--- src/hdl/bps_pkg.sv ---
package bps_pkg;

  localparam int unsigned CNT_W    = 32;
  localparam int unsigned FRAC_W   = 32;
  localparam int unsigned P_W      = FRAC_W + 1;
  localparam int unsigned Z_FRAC   = 28;
  localparam int unsigned ADDR_W   = 5;
  localparam int unsigned DATA_W   = 64;

  localparam logic [P_W-1:0] ONE       = 33'h1_0000_0000;
  localparam logic [22:0]    REL_SCALE = 23'd6553600;  // 100 with 16 fractional bits
  localparam logic [30:0]    Z1_RST    = 31'd526123830;
  localparam logic [30:0]    Z2_RST    = 31'd691443913;

  // cells in each chain
  localparam int unsigned P_STEPS  = FRAC_W;
  localparam int unsigned Q_STEPS  = 64;
  localparam int unsigned R_STEPS  = 32;
  localparam int unsigned S_STEPS  = 32;
  localparam int unsigned SIDE_LEN = Q_STEPS + S_STEPS;
  localparam int unsigned PIPE_LEN = 1 + P_STEPS + 3 + SIDE_LEN + 1;

  // register index, taken from paddr[4:3]
  localparam logic [1:0] REG_KNOWN = 2'd0;
  localparam logic [1:0] REG_Z1    = 2'd1;
  localparam logic [1:0] REG_Z2    = 2'd2;

  typedef enum logic [1:0] {
    ST_OK   = 2'd0,
    ST_ZERO = 2'd1,
    ST_SAT  = 2'd2,
    ST_OVER = 2'd3
  } status_e;

  typedef struct packed {
    logic [32:0] rem;
    logic [63:0] num;
    logic [63:0] quo;
    logic [32:0] dsr;
  } div_t;

  typedef struct packed {
    logic [63:0] rad;
    logic [32:0] rem;
    logic [31:0] root;
  } sqrt_t;

  typedef struct packed {
    logic zero;
    logic over;
    logic eq;
  } flag_t;

  typedef struct packed {
    flag_t       fl;
    logic [32:0] p;
    logic [32:0] aerr;
    logic        relsat;
    logic [31:0] rel;
    logic [30:0] spread;
  } side_t;

  typedef struct packed {
    logic [32:0] proportion;
    logic [30:0] spread;
    logic [31:0] std_err;
    logic [32:0] abs_err;
    logic [31:0] rel_err_percent;
    logic [32:0] first_lower;
    logic [32:0] first_upper;
    logic [32:0] second_lower;
    logic [32:0] second_upper;
    status_e     status;
  } res_t;

endpackage

--- src/hdl/bps_sqrt_cell.sv ---
module bps_sqrt_cell (
  input  logic           clk_i,
  input  logic           en_i,
  input  bps_pkg::sqrt_t s_i,
  output bps_pkg::sqrt_t s_o
);

  logic [34:0]    trial;
  logic [34:0]    cand;
  logic [34:0]    diff;
  logic           take;
  bps_pkg::sqrt_t s_d;
  bps_pkg::sqrt_t s_q;

  // one root bit per cell: bring down two radicand bits, try 4*root+1
  always_comb begin
    trial    = {s_i.rem, s_i.rad[63:62]};
    cand     = {1'b0, s_i.root, 2'b01};
    diff     = trial - cand;
    take     = (trial >= cand);
    s_d.rem  = take ? diff[32:0] : trial[32:0];
    s_d.rad  = {s_i.rad[61:0], 2'b00};
    s_d.root = {s_i.root[30:0], take};
  end

  always_ff @(posedge clk_i) begin
    if (en_i) begin
      s_q <= s_d;
    end
  end

  assign s_o = s_q;

endmodule

--- config.mk ---
export PLATFORM = sky130hd
export DESIGN_NAME = bps_sqrt_cell
export DESIGN_NICKNAME = d
export VERILOG_FILES = /design/src/hdl/bps_pkg.sv /design/src/hdl/bps_sqrt_cell.sv
export SDC_FILE = /design/constraint.sdc
export NUM_CORES = 1
export LEC_CHECK = 0
export BUFFER_PORTS_ARGS = -buffer_cell sky130_fd_sc_hd__buf_2
export CAP_MARGIN = 25
export CELL_PAD_IN_SITES_DETAIL_PLACEMENT = 0
export CELL_PAD_IN_SITES_GLOBAL_PLACEMENT = 1
export CORE_MARGIN = 3
export CORE_UTILIZATION = 40
export DETAILED_ROUTE_END_ITERATION = 10
export PLACE_DENSITY_LB_ADDON = 0.1
export SYNTH_ARGS = -nofsm -noshare
export SYNTH_HDL_FRONTEND = slang
export SYNTH_SLANG_ARGS = --single-unit
--- constraint.sdc ---
create_clock -name clk_i -period 8.55 [get_ports clk_i]
set_input_delay 1.71 -clock clk_i [delete_from_list [all_inputs] [get_ports clk_i]]
set_output_delay 1.71 -clock clk_i [all_outputs]
set_load 0.005 [all_outputs]
# Yosys cells after proc, flatten, opt, wreduce, memory -nomap -nowiden
# Cells that the tools add are included.
dict set report classes {
  n_addsub 1
  magnitude_cmp 1
  n_mux 1
}
# operator n
set ops {}
lappend ops {{35-bit by 34-bit greater-or-equal comparator with 1-bit output} 1}
lappend ops {{33-bit 2-to-1 mux} 1}
lappend ops {{33-bit subtractor} 1}
dict set report word_totals {
  output_inout_bits 129
  ff_bits 127
  elab_cells 6
  in_bits 131
}

# Depth between registers and ports, before layout
dict set report depth {
  word_depth 2
  mapped_depth 14
}

# Least setup slack after synthesis
# No wires, ideal clock.
dict set report synth_timing {
  kind {input to register}
  from {input s_i[5] (netlist bit)}
  to {register s_q, in the netlist s_o[64], data pin}
  cell_stages 11
  setup_ps 261
  n_path_buf 0
  path_slack_ps 4447
  t_arrival_ps 3842
  cell_sequence {inv_1 -> ha_1 -> a211oi_2 -> o21bai_1 -> a21o_1 -> a221o_1 -> a221o_1 -> a21o_1 -> a21oi_2 -> xor2_1 -> a21oi_1}
}
# item line
set synth_lines {}
lappend synth_lines {{from (decl)} bps_sqrt_cell.sv:4} ;# input bps_pkg::sqrt_t s_i,
lappend synth_lines {{to (signal assigned)} bps_sqrt_cell.sv:28} ;# s_q <= s_d;
lappend synth_lines {{to (decl)} bps_sqrt_cell.sv:13} ;# bps_pkg::sqrt_t s_q;

==> summary.txt <==
CTS
  – # resized after CTS: 0
  – Post-CTS Setup Repair Bufs: 0
  – CTS Buffer Depth: 2
  – CTS tree: built
  – Root Buffer: clkbuf_16
  – Clk slew on worst S/H paths: 0.06 ns
  – TritonCTS Sinks: 127
  – CTS HTree Levels: 4
  – Post-cts hold buffer count: 0
  – Total CTS buffers: 17

Logic synthesis
  – Synth Flop Type: edfxtp_1
  – Synth top area cells: edfxtp_1, ha_1, a21oi_1
  – Syn Area/Cell: between 10 and 15 µm²
  – Yosys top cell area share: a little over three fifths
  – Post-synth EDFFs: 127
  – Asr flop ratio synth: 0%
  – Number of synthesized register bits: about 130
  – Sequential area share after synthesis: between 60% and 70%
  – Post-synth cell types: 48
  – Syn Inst Count: between 400 and 500
  – Cell area after synthesis: 6100 µm²
  – Synth warn: 0
  – Leading area contributor after synthesis: edfxtp_1

Route
  – Via Count: 4721
  – WL final: between 15000 and 20000 µm
  – Vias/cell: around 5.0
  – Pre-antenna DRT Iters: 5
  – DRT antenna net count: 0
  – DRC viols: 0
  – DR iter-0 viols: between 300 and 400
  – Routed len/inst: approximately 17 µm

Timing
  – Fmax: roughly 0.21 GHz
  – Fin Setup TNS: 0 ns
  – RSZ-0062 raised after global routing: false
  – Slew headroom: a little under three fifths
  – Final Hold Viols: 0
  – Period minus WS final: between 4 and 5 ns
  – Slew at the pin with the worst max-slew slack: 0.669 ns
  – Slew Viols, Final: 0
  – Part of the cycle the worst path needs: roughly 55%
  – Setup WS post-layout: 3.81 ns
  – Number of setup violations in the final report: 0

Layout
  – Share of cells above drive strength 1: roughly two fifths
  – Commonest non-fill, non-tap cells in the layout: buf_2, edfxtp_1, a21oi_1
  – Antenna diodes: 0
  – Final core occ: between 50% and 60%
  – Most common cell after layout, fill and taps aside: buf_2
  – Post-route cell area: between 8000 and 9000 µm²
  – Nets: 915
  – Largest register FFs: between 100 and 150
  – Fill cells: 1327
  – Synth-to-layout area growth: 33.6%

Global route
  – GRT overflow: 0
  – Largest net degree at the start of global routing: 85
  – Vias in the first global route: 4728
  – Initial antenna violation count: 1
  – Global-route wire length before repair: ~24000 µm
  – Gr usage total: a little under a fifth

Worst setup path
  – CP Data Required Time: approximately 8.7 ns
  – Max stage delay on crit path: around 0.55 ns
  – Worst setup SP type: primary input
  – Worst path cell trace: buf_2 -> inv_1 -> ha_1 -> o21ai_0 -> a211oi_2 -> nand2_1 -> a221o_1 -> a21oi_1 -> a21oi_1 -> o21ai_4 -> buf_4 -> mux2_2
  – Critical path class: primary input to register
  – CP Data Arrival Time: around 4.9 ns
  – Crit-path slowest cell: o21ai_4
  – CP dominant cell by count: a21oi_1
  – Worst Path Max Fanout: 34
  – Critical Path Sink Type: register

Power
  – Leak pwr: ~3.6 nW
  – Power Density: between 200 and 250 nW/µm²
  – VDD IR max: 122 µV

Run status
  – Status: complete, no violations

Floorplan
  – I/O Pins: between 200 and 300
  – Core footprint: between 10000 and 15000 µm²
  – Core Rows: 44
  – Initial core utilization: 41.5%
  – Die H: 129 µm
  – DIE WIDTH: about 130 µm
  – Die area: 16800 µm²

Place
  – Port Buffers: 257
  – Final HPWL DP: 12400 µm
  – Place WS: 3.37 ns
  – DP Area: 7550 µm²
  – GP Congestion: between 0.7 and 0.8

Worst hold path
  – Min-delay worst type: primary input to register

Run
  – MaxCap Viol Count: 0
[critical path: cells and delay by family]
family / cells / cell delay [ns]
compound gates: 6 / 1.72
buf+inv: 3 / 0.60
mux: 1 / 0.39
fa+ha+maj: 1 / 0.34
simple gates: 1 / 0.13
[worst paths after layout]
kind | start | endpoint | slack [ns] | cells past startpoint
worst max-delay path | s_i[0] | s_o[61] | 3.81 | 12
worst min-delay path | s_i[77] | s_o[79] | 1.47 | 1
[through the flow]
stage	hold WS, ns	power [W]	cells
finish	1.47	0.00177	947
global route	1.45	0.00186	947
CTS	1.45	0.00179	946
global placement	1.89	0.00109	914
detailed placement	1.89	0.00109	914
floorplan	1.81	0.000948	489
[kinds of logic after synthesis]
group / share of synthesized area (%)
mux: 1.29
other cells: 0.0615
xor+xnor: 4.02
flops: 62.5
buf+inv: 4.04
simple gates: 7.53
compound gates: 13.6
fa+ha+maj: 6.97
[cells in the mapped netlist, types with 2 or more instances]
cell,number
nor3_1,5
a21o_1,9
nand3_1,8
a221oi_1,2
mux2_2,7
o21a_1,8
xor2_1,9
o31ai_1,2
nand2b_1,4
a211oi_1,3
nand2_1,28
a31oi_1,5
o21bai_1,6
nand4_1,6
a21oi_1,56
inv_1,39
ha_1,34
a211oi_2,2
nor2_1,42
xnor2_1,19
a41oi_1,2
a221o_1,3
a21oi_2,2
o21ai_0,20
buf_2,8
edfxtp_1,127
and3_1,3
clkbuf_1,5
buf_4,4
o211ai_1,2
[per-layer routing]
layer	share of wire (%)	track usage, %	vias to the layer above	wire [µm]
li1	-	-	2336	-
met1	41	23.2	2185	6710
met2	49	31.1	186	7900
met3	9.1	6.27	12	1480
met4	0.69	6.11	2	111
met5	0.080	0	-	13
[cell type report]
| class | instances | area, µm² | area share, % |
|---|---|---|---|
| Clock buffer | 17 | 425 | 5.22 |
| Clock inverter | 15 | 148 | 1.81 |
| Inverter | 39 | 146 | 1.80 |
| Multi-Input combinational cell | 305 | 2050 | 25.2 |
| Sequential cell | 127 | 3810 | 46.8 |
| Tap cell | 184 | 230 | 2.83 |
| Timing Repair Buffer | 260 | 1340 | 16.4 |
[report_power, final]
part           total [W]  leakage, nW  switching (W)  internal, W
clock           0.000696        0.269       0.000288     0.000408
combinational   0.000303         2.10       0.000165     0.000138
sequential      0.000775         1.24      0.0000147     0.000760
total            0.00177         3.61       0.000468      0.00131
Power figures use the tool's default switching activity.
