==> src/hdl/bps_pkg.sv <==
package bps_pkg;

  localparam int unsigned CNT_W    = 32;
  localparam int unsigned FRAC_W   = 32;
  localparam int unsigned P_W      = FRAC_W + 1;
  localparam int unsigned Z_FRAC   = 28;
  localparam int unsigned ADDR_W   = 5;
  localparam int unsigned DATA_W   = 64;

  localparam logic [P_W-1:0] ONE       = 33'h1_0000_0000;
  localparam logic [22:0]    REL_SCALE = 23'd6553600;  // 100 with 16 fractional bits
  localparam logic [30:0]    Z1_RST    = 31'd526123830;
  localparam logic [30:0]    Z2_RST    = 31'd691443913;

  // cells in each chain
  localparam int unsigned P_STEPS  = FRAC_W;
  localparam int unsigned Q_STEPS  = 64;
  localparam int unsigned R_STEPS  = 32;
  localparam int unsigned S_STEPS  = 32;
  localparam int unsigned SIDE_LEN = Q_STEPS + S_STEPS;
  localparam int unsigned PIPE_LEN = 1 + P_STEPS + 3 + SIDE_LEN + 1;

  // register index, taken from paddr[4:3]
  localparam logic [1:0] REG_KNOWN = 2'd0;
  localparam logic [1:0] REG_Z1    = 2'd1;
  localparam logic [1:0] REG_Z2    = 2'd2;

  typedef enum logic [1:0] {
    ST_OK   = 2'd0,
    ST_ZERO = 2'd1,
    ST_SAT  = 2'd2,
    ST_OVER = 2'd3
  } status_e;

  typedef struct packed {
    logic [32:0] rem;
    logic [63:0] num;
    logic [63:0] quo;
    logic [32:0] dsr;
  } div_t;

  typedef struct packed {
    logic [63:0] rad;
    logic [32:0] rem;
    logic [31:0] root;
  } sqrt_t;

  typedef struct packed {
    logic zero;
    logic over;
    logic eq;
  } flag_t;

  typedef struct packed {
    flag_t       fl;
    logic [32:0] p;
    logic [32:0] aerr;
    logic        relsat;
    logic [31:0] rel;
    logic [30:0] spread;
  } side_t;

  typedef struct packed {
    logic [32:0] proportion;
    logic [30:0] spread;
    logic [31:0] std_err;
    logic [32:0] abs_err;
    logic [31:0] rel_err_percent;
    logic [32:0] first_lower;
    logic [32:0] first_upper;
    logic [32:0] second_lower;
    logic [32:0] second_upper;
    status_e     status;
  } res_t;

endpackage

==> src/hdl/bps_div_cell.sv <==
module bps_div_cell (
  input  logic          clk_i,
  input  logic          en_i,
  input  bps_pkg::div_t d_i,
  output bps_pkg::div_t d_o
);

  logic [33:0]   trial;
  logic [33:0]   diff;
  logic          take;
  bps_pkg::div_t d_d;
  bps_pkg::div_t d_q;

  // one restoring step: shift in the next dividend bit, subtract if it fits
  always_comb begin
    trial   = {d_i.rem, d_i.num[63]};
    diff    = trial - {1'b0, d_i.dsr};
    take    = (trial >= {1'b0, d_i.dsr});
    d_d.rem = take ? diff[32:0] : trial[32:0];
    d_d.num = {d_i.num[62:0], 1'b0};
    d_d.quo = {d_i.quo[62:0], take};
    d_d.dsr = d_i.dsr;
  end

  always_ff @(posedge clk_i) begin
    if (en_i) begin
      d_q <= d_d;
    end
  end

  assign d_o = d_q;

endmodule

==> config.mk <==
export PLATFORM = sky130hd
export DESIGN_NAME = bps_div_cell
export DESIGN_NICKNAME = d
export VERILOG_FILES = /design/src/hdl/bps_pkg.sv /design/src/hdl/bps_div_cell.sv
export SDC_FILE = /design/constraint.sdc
export NUM_CORES = 1
export LEC_CHECK = 0
export BUFFER_PORTS_ARGS = -buffer_cell sky130_fd_sc_hd__buf_2
export CAP_MARGIN = 20
export CORE_AREA = 2 2 153 155
export DETAILED_ROUTE_END_ITERATION = 12
export DIE_AREA = 0 0 155 157
export GPL_ROUTABILITY_DRIVEN = 0
export GPL_TIMING_DRIVEN = 0
export PLACE_DENSITY = 0.67
export SKIP_CTS_REPAIR_TIMING = 1
export SYNTH_ARGS = -nofsm -noshare
export SYNTH_HDL_FRONTEND = slang
export SYNTH_SLANG_ARGS = --single-unit
==> constraint.sdc <==
create_clock -name clk_i -period 2.95 [get_ports clk_i]
set_input_delay 0.59 -clock clk_i [delete_from_list [all_inputs] [get_ports clk_i]]
set_output_delay 0.59 -clock clk_i [all_outputs]
set_load 0.01 [all_outputs]
Word-level counts from Yosys, hierarchy flattened --
Index checks and enable logic that the tools add are counted.
Storage, ports and cells: memory bits (read-only) 0, logic and storage cells 7, flip-flop bits (word level) 193, latch bits 0, RAM bits 0, output and inout bits 194, memories kept 0, input bits 196
Cells by class: shift-type cells 0, reductions and logical operators 0, eq/ne operators 0, mux-type cells 1, $lt $le $gt $ge 1, bitwise logic cells 0, $add $sub $neg 1, divide/modulo/power cells 0, multiply operators 0
Operators with widths (count):
- >= comparator 34 x 33 -> 1 bit | 1
- two-way mux 33 bit | 1
- subtractor 33 bit | 1

Logic depth before layout (Yosys ltp) --
word-level depth 2, gate-level depth with buffers 14, depth with buffers taken out 12

Worst setup path before layout --
OpenSTA, ideal clock, no wires.
kind input -> register, start input port d_i[160] (netlist bit), end register d_q (netlist bit d_o[162]) (data pin), buffers on the path 1, data required time 2.690 ns, library setup time 0.260 ns, slack -0.079 ns, stages 12, data arrival time 2.769 ns, path through inv_1 ha_1 inv_1 fa_1 a21o_1 a221oi_2 o21ai_2 a21boi_2 o31ai_2 a21oi_4 buf_12 mux2_4
RTL lines:
- start, declared | RTL line bps_div_cell.sv:4 | input bps_pkg::div_t d_i,
- end signal, assigned | RTL line bps_div_cell.sv:27 | d_q <= d_d;
- end, declared | RTL line bps_div_cell.sv:12 | bps_pkg::div_t d_q;

==> results <==
- The flow ran to the end, and the final reports show no timing, DRC or antenna violations.
- The via count of the first global-routing pass was 6175.
- Clock-pin slew was measured on the worst setup and hold paths at roughly 80 ps.
- The post-route antenna net violation count is 0.
- The multi-input combinational cells in the finished layout cover a total of ~2300 sq um.
- The cell type group with the largest total delay on the critical path is compound AO/OA/AOI/OAI gates.
- The actual transition at the worst max-transition pin is 641.4 ps.
- The final max-slew violation count is 0.
- The setup-violating endpoint count in the final report is 0.
- The number of synthesis warnings is 0.
- The sequential area share after synthesis is 0.6954.
- In this run the tightest slew margin relative to its limit is 0.5724.
- The layout overhead on the synthesized area is 36.09%.
- The dominant register cell in the synthesized netlist is sky130_fd_sc_hd__edfxtp_1.
- The total power per unit cell area is slightly above 600 nW/um^2.
- The overall die width is between 150 and 200 microns.
- The first-pass detailed-route iteration total is 4.
- By area the synthesized netlist is led by sky130_fd_sc_hd__edfxtp_1 70%, sky130_fd_sc_hd__ha_1 5.0%, sky130_fd_sc_hd__o21ai_2 2.1%, sky130_fd_sc_hd__inv_1 2.0%, sky130_fd_sc_hd__a21oi_1 1.9%.
- The max-cap violation count is 0.
- The portion of the clock cycle consumed by the worst path in the final layout is 0.9852.
- Among all cell types in the netlist, the one instantiated most often is sky130_fd_sc_hd__edfxtp_1.
- After synthesis, the most frequently instantiated cells are 193 x sky130_fd_sc_hd__edfxtp_1, 44 x sky130_fd_sc_hd__inv_1, 42 x sky130_fd_sc_hd__nand2_1, 33 x sky130_fd_sc_hd__ha_1, 32 x sky130_fd_sc_hd__a21oi_1.
- Walking the worst path, the cells encountered are buf_2 > inv_12 > ha_4 > inv_2 > fa_2 > a21o_1 > a221oi_4 > o21ai_2 > a21boi_4 > o31ai_4 > a21oi_4 > buf_12 > mux2_4.
- The netlist area before placement is 8334 sq um.
- The number of vias in the routed layout is 6146.
- CTS saw between 150 and 200 sinks.
- The largest total area in the synthesized netlist belongs to sky130_fd_sc_hd__edfxtp_1.
- The register with the most flip-flops in the layout has approximately 190 of them.
- The number of enable-type register cells in the synthesized netlist is between 150 and 200.
- Synthesis produced between 500 and 600 cells.
- The top-area cell type share of the netlist area is 0.6954.
- Of the cells placed in the final design, the portion with a size suffix greater than 1 is 0.4944.
- The final-layout worst hold slack is around 330 ps.
- The count of final hold-check violations was 0.
- No sink is reached through more buffers than the 2 on the longest clock path.
- The net count of the finished layout is roughly 1200.
- The aggregate global-route resource usage is 0.1958.
- The cell count of the worst hold path is 1.
- The global-route track usage on met3 is 0.08756.
- The combined buffer and inverter count along the critical path is 4.
- The number of distinct standard cells referenced by the synthesized netlist is between 60 and 70.
- The cell at the root of the clock tree is sky130_fd_sc_hd__clkbuf_16.
- The worst hold path belongs to the class in -> reg.
- The depth of the critical timing path with buffers and inverters included is 13.
- The fmax is 0.3441 GHz.
- When the netlist entered floorplanning its net count stood at about 800.
- The global-route wire length before repair is 35490 microns.
- The number of buffers created by CTS is 17.
- In the global route stage, met2 resource usage came out at 0.3511.
- Global routing finished with a remaining overflow of 0.
- Across the VDD grid, the largest voltage drop is about 0.00037 V.
- For this run, global-route usage on met1 was measured as 0.2093.
- The largest net degree at the start of global routing is roughly 120.
- For this design the top-level I/O count stands at 390.
- A synthesized cell averages between 10 and 15 sq um.
- The DRC marker count from the first detailed-route iteration is approximately 250.
- After floorplanning, the core was sized to cover ~23000 sq um.
- The site row count is between 50 and 60.
- For the worst setup path, the data required time is ~3100 ps.
- The total area of sequential cells is 5796 sq um.
- Counting flops with an async set or reset pin after synthesis yields a share of 0.
- The worst setup path is of the in -> reg kind.
- The cell leakage power is just under 5 nW.
- The wire-length estimate of the detail-placed layout is 19510 microns.
- The number of remaining DRC errors is 0.
- The detailed-route wire length is about 25000 microns.
- The layout has between 2000 and 2500 filler cells.
- STA classifies the critical path startpoint as an input port.
- The die covers about 24000 sq um.
- Measured along the y axis, the die boundary spans around 160 microns.
- The final critical delay including setup and external delays is roughly 2900 ps.
- The initial utilization of the core area, before any placement, comes to 0.3704.
- Among all stages on the critical path, the largest delay is contributed by sky130_fd_sc_hd__fa_2.
- The peak per-stage delay on the critical path is around 370 ps.
- The detailed-route wire length per cell is approximately 20 microns.
- The global routing stage identified its most utilized layer as met2.
- The count of buffers added on input and output ports is roughly 390.
- The highest net fanout along the worst path is 10.
- The number of synthesized register bits is 193.
- The total power consumption of the routed design is about 7 mW.
- TritonCTS built the clock tree.
- For the worst setup path, the data arrival time is 3080 ps.
- The average vias per placed instance is 4.847.
- The number of antenna violations at the first check in global routing is 5.
- STA classifies the critical path endpoint as a flop.
- In this run the number of H-tree levels came out at 4.
through the flow:
stage               setup WS, ps  TNS, ps  cells  utilization  instance area, sq um
detailed placement        -548.6   -15580   1234       0.4761                 10710
CTS                       -84.56   -567.5   1265       0.5026                 11310
floorplan                 -12.65   -12.65    561            -                  8382
global route              -1.470   -1.470   1266       0.5038                 11340
finish                     43.79        0   1268       0.5040                 11340
global placement           -1285  -258340   1233       0.4744                 10680
where the power goes:
part           internal, mW  switching, mW  total [mW]
clock network          1.14           1.13        2.27
registers              3.31         0.0575        3.37
logic                 0.522          0.742        1.26
worst paths after layout:
path | from | end | slack (ps)
hold / removal | d_i[50] | d_o[51] | 330
setup / recovery | d_i[160] | d_o[162] | 40
routing by layer:
layer  wire, microns  up-vias
met2           12720      244
li1                -     2923
met4             527       10
met5              71        -
met3            2454       34
met1            9084     2935
layout make-up:
| class | instances | area share |
|---|---|---|
| multi-input cells | 305 | 0.2000 |
| inverters | 45 | 0.01600 |
| diodes | 2 | 0.0004413 |
| well taps | 285 | 0.03144 |
| flip-flops and latches | 193 | 0.5110 |
| clock buffers | 17 | 0.03751 |
| clock inverters | 14 | 0.01522 |
| repair buffers | 389 | 0.1747 |
| plain buffers | 18 | 0.01368 |
cell families after synthesis:
family                   Yosys count  share of synthesized area
flip-flops                       193                     0.6954
multiplexers                       1                   0.001801
XOR/XNOR                          28                    0.02943
adder cells (fa/ha/maj)           34                    0.05194
buffers and inverters             63                    0.03858
other                              1                  0.0004500
AND/OR/NAND/NOR                  105                    0.06215
AO/OA/AOI/OAI                    136                     0.1203
placed cells by master, fill, tap and decap left out, drive strengths merged, types with 5 or more instances in the layout:
cell type and count:
a21o 12, a21oi 34, and3 9, buf 403, clkbuf 21, clkinv 10, edfxtp 193, ha 33
inv 49, nand2 52, nand3 6, nand4 5, nor2 14, o21ai 48, o21bai 6, o31ai 6
xnor2 15, xor2 13
Note: power is estimated with default switching activity, not from simulation.
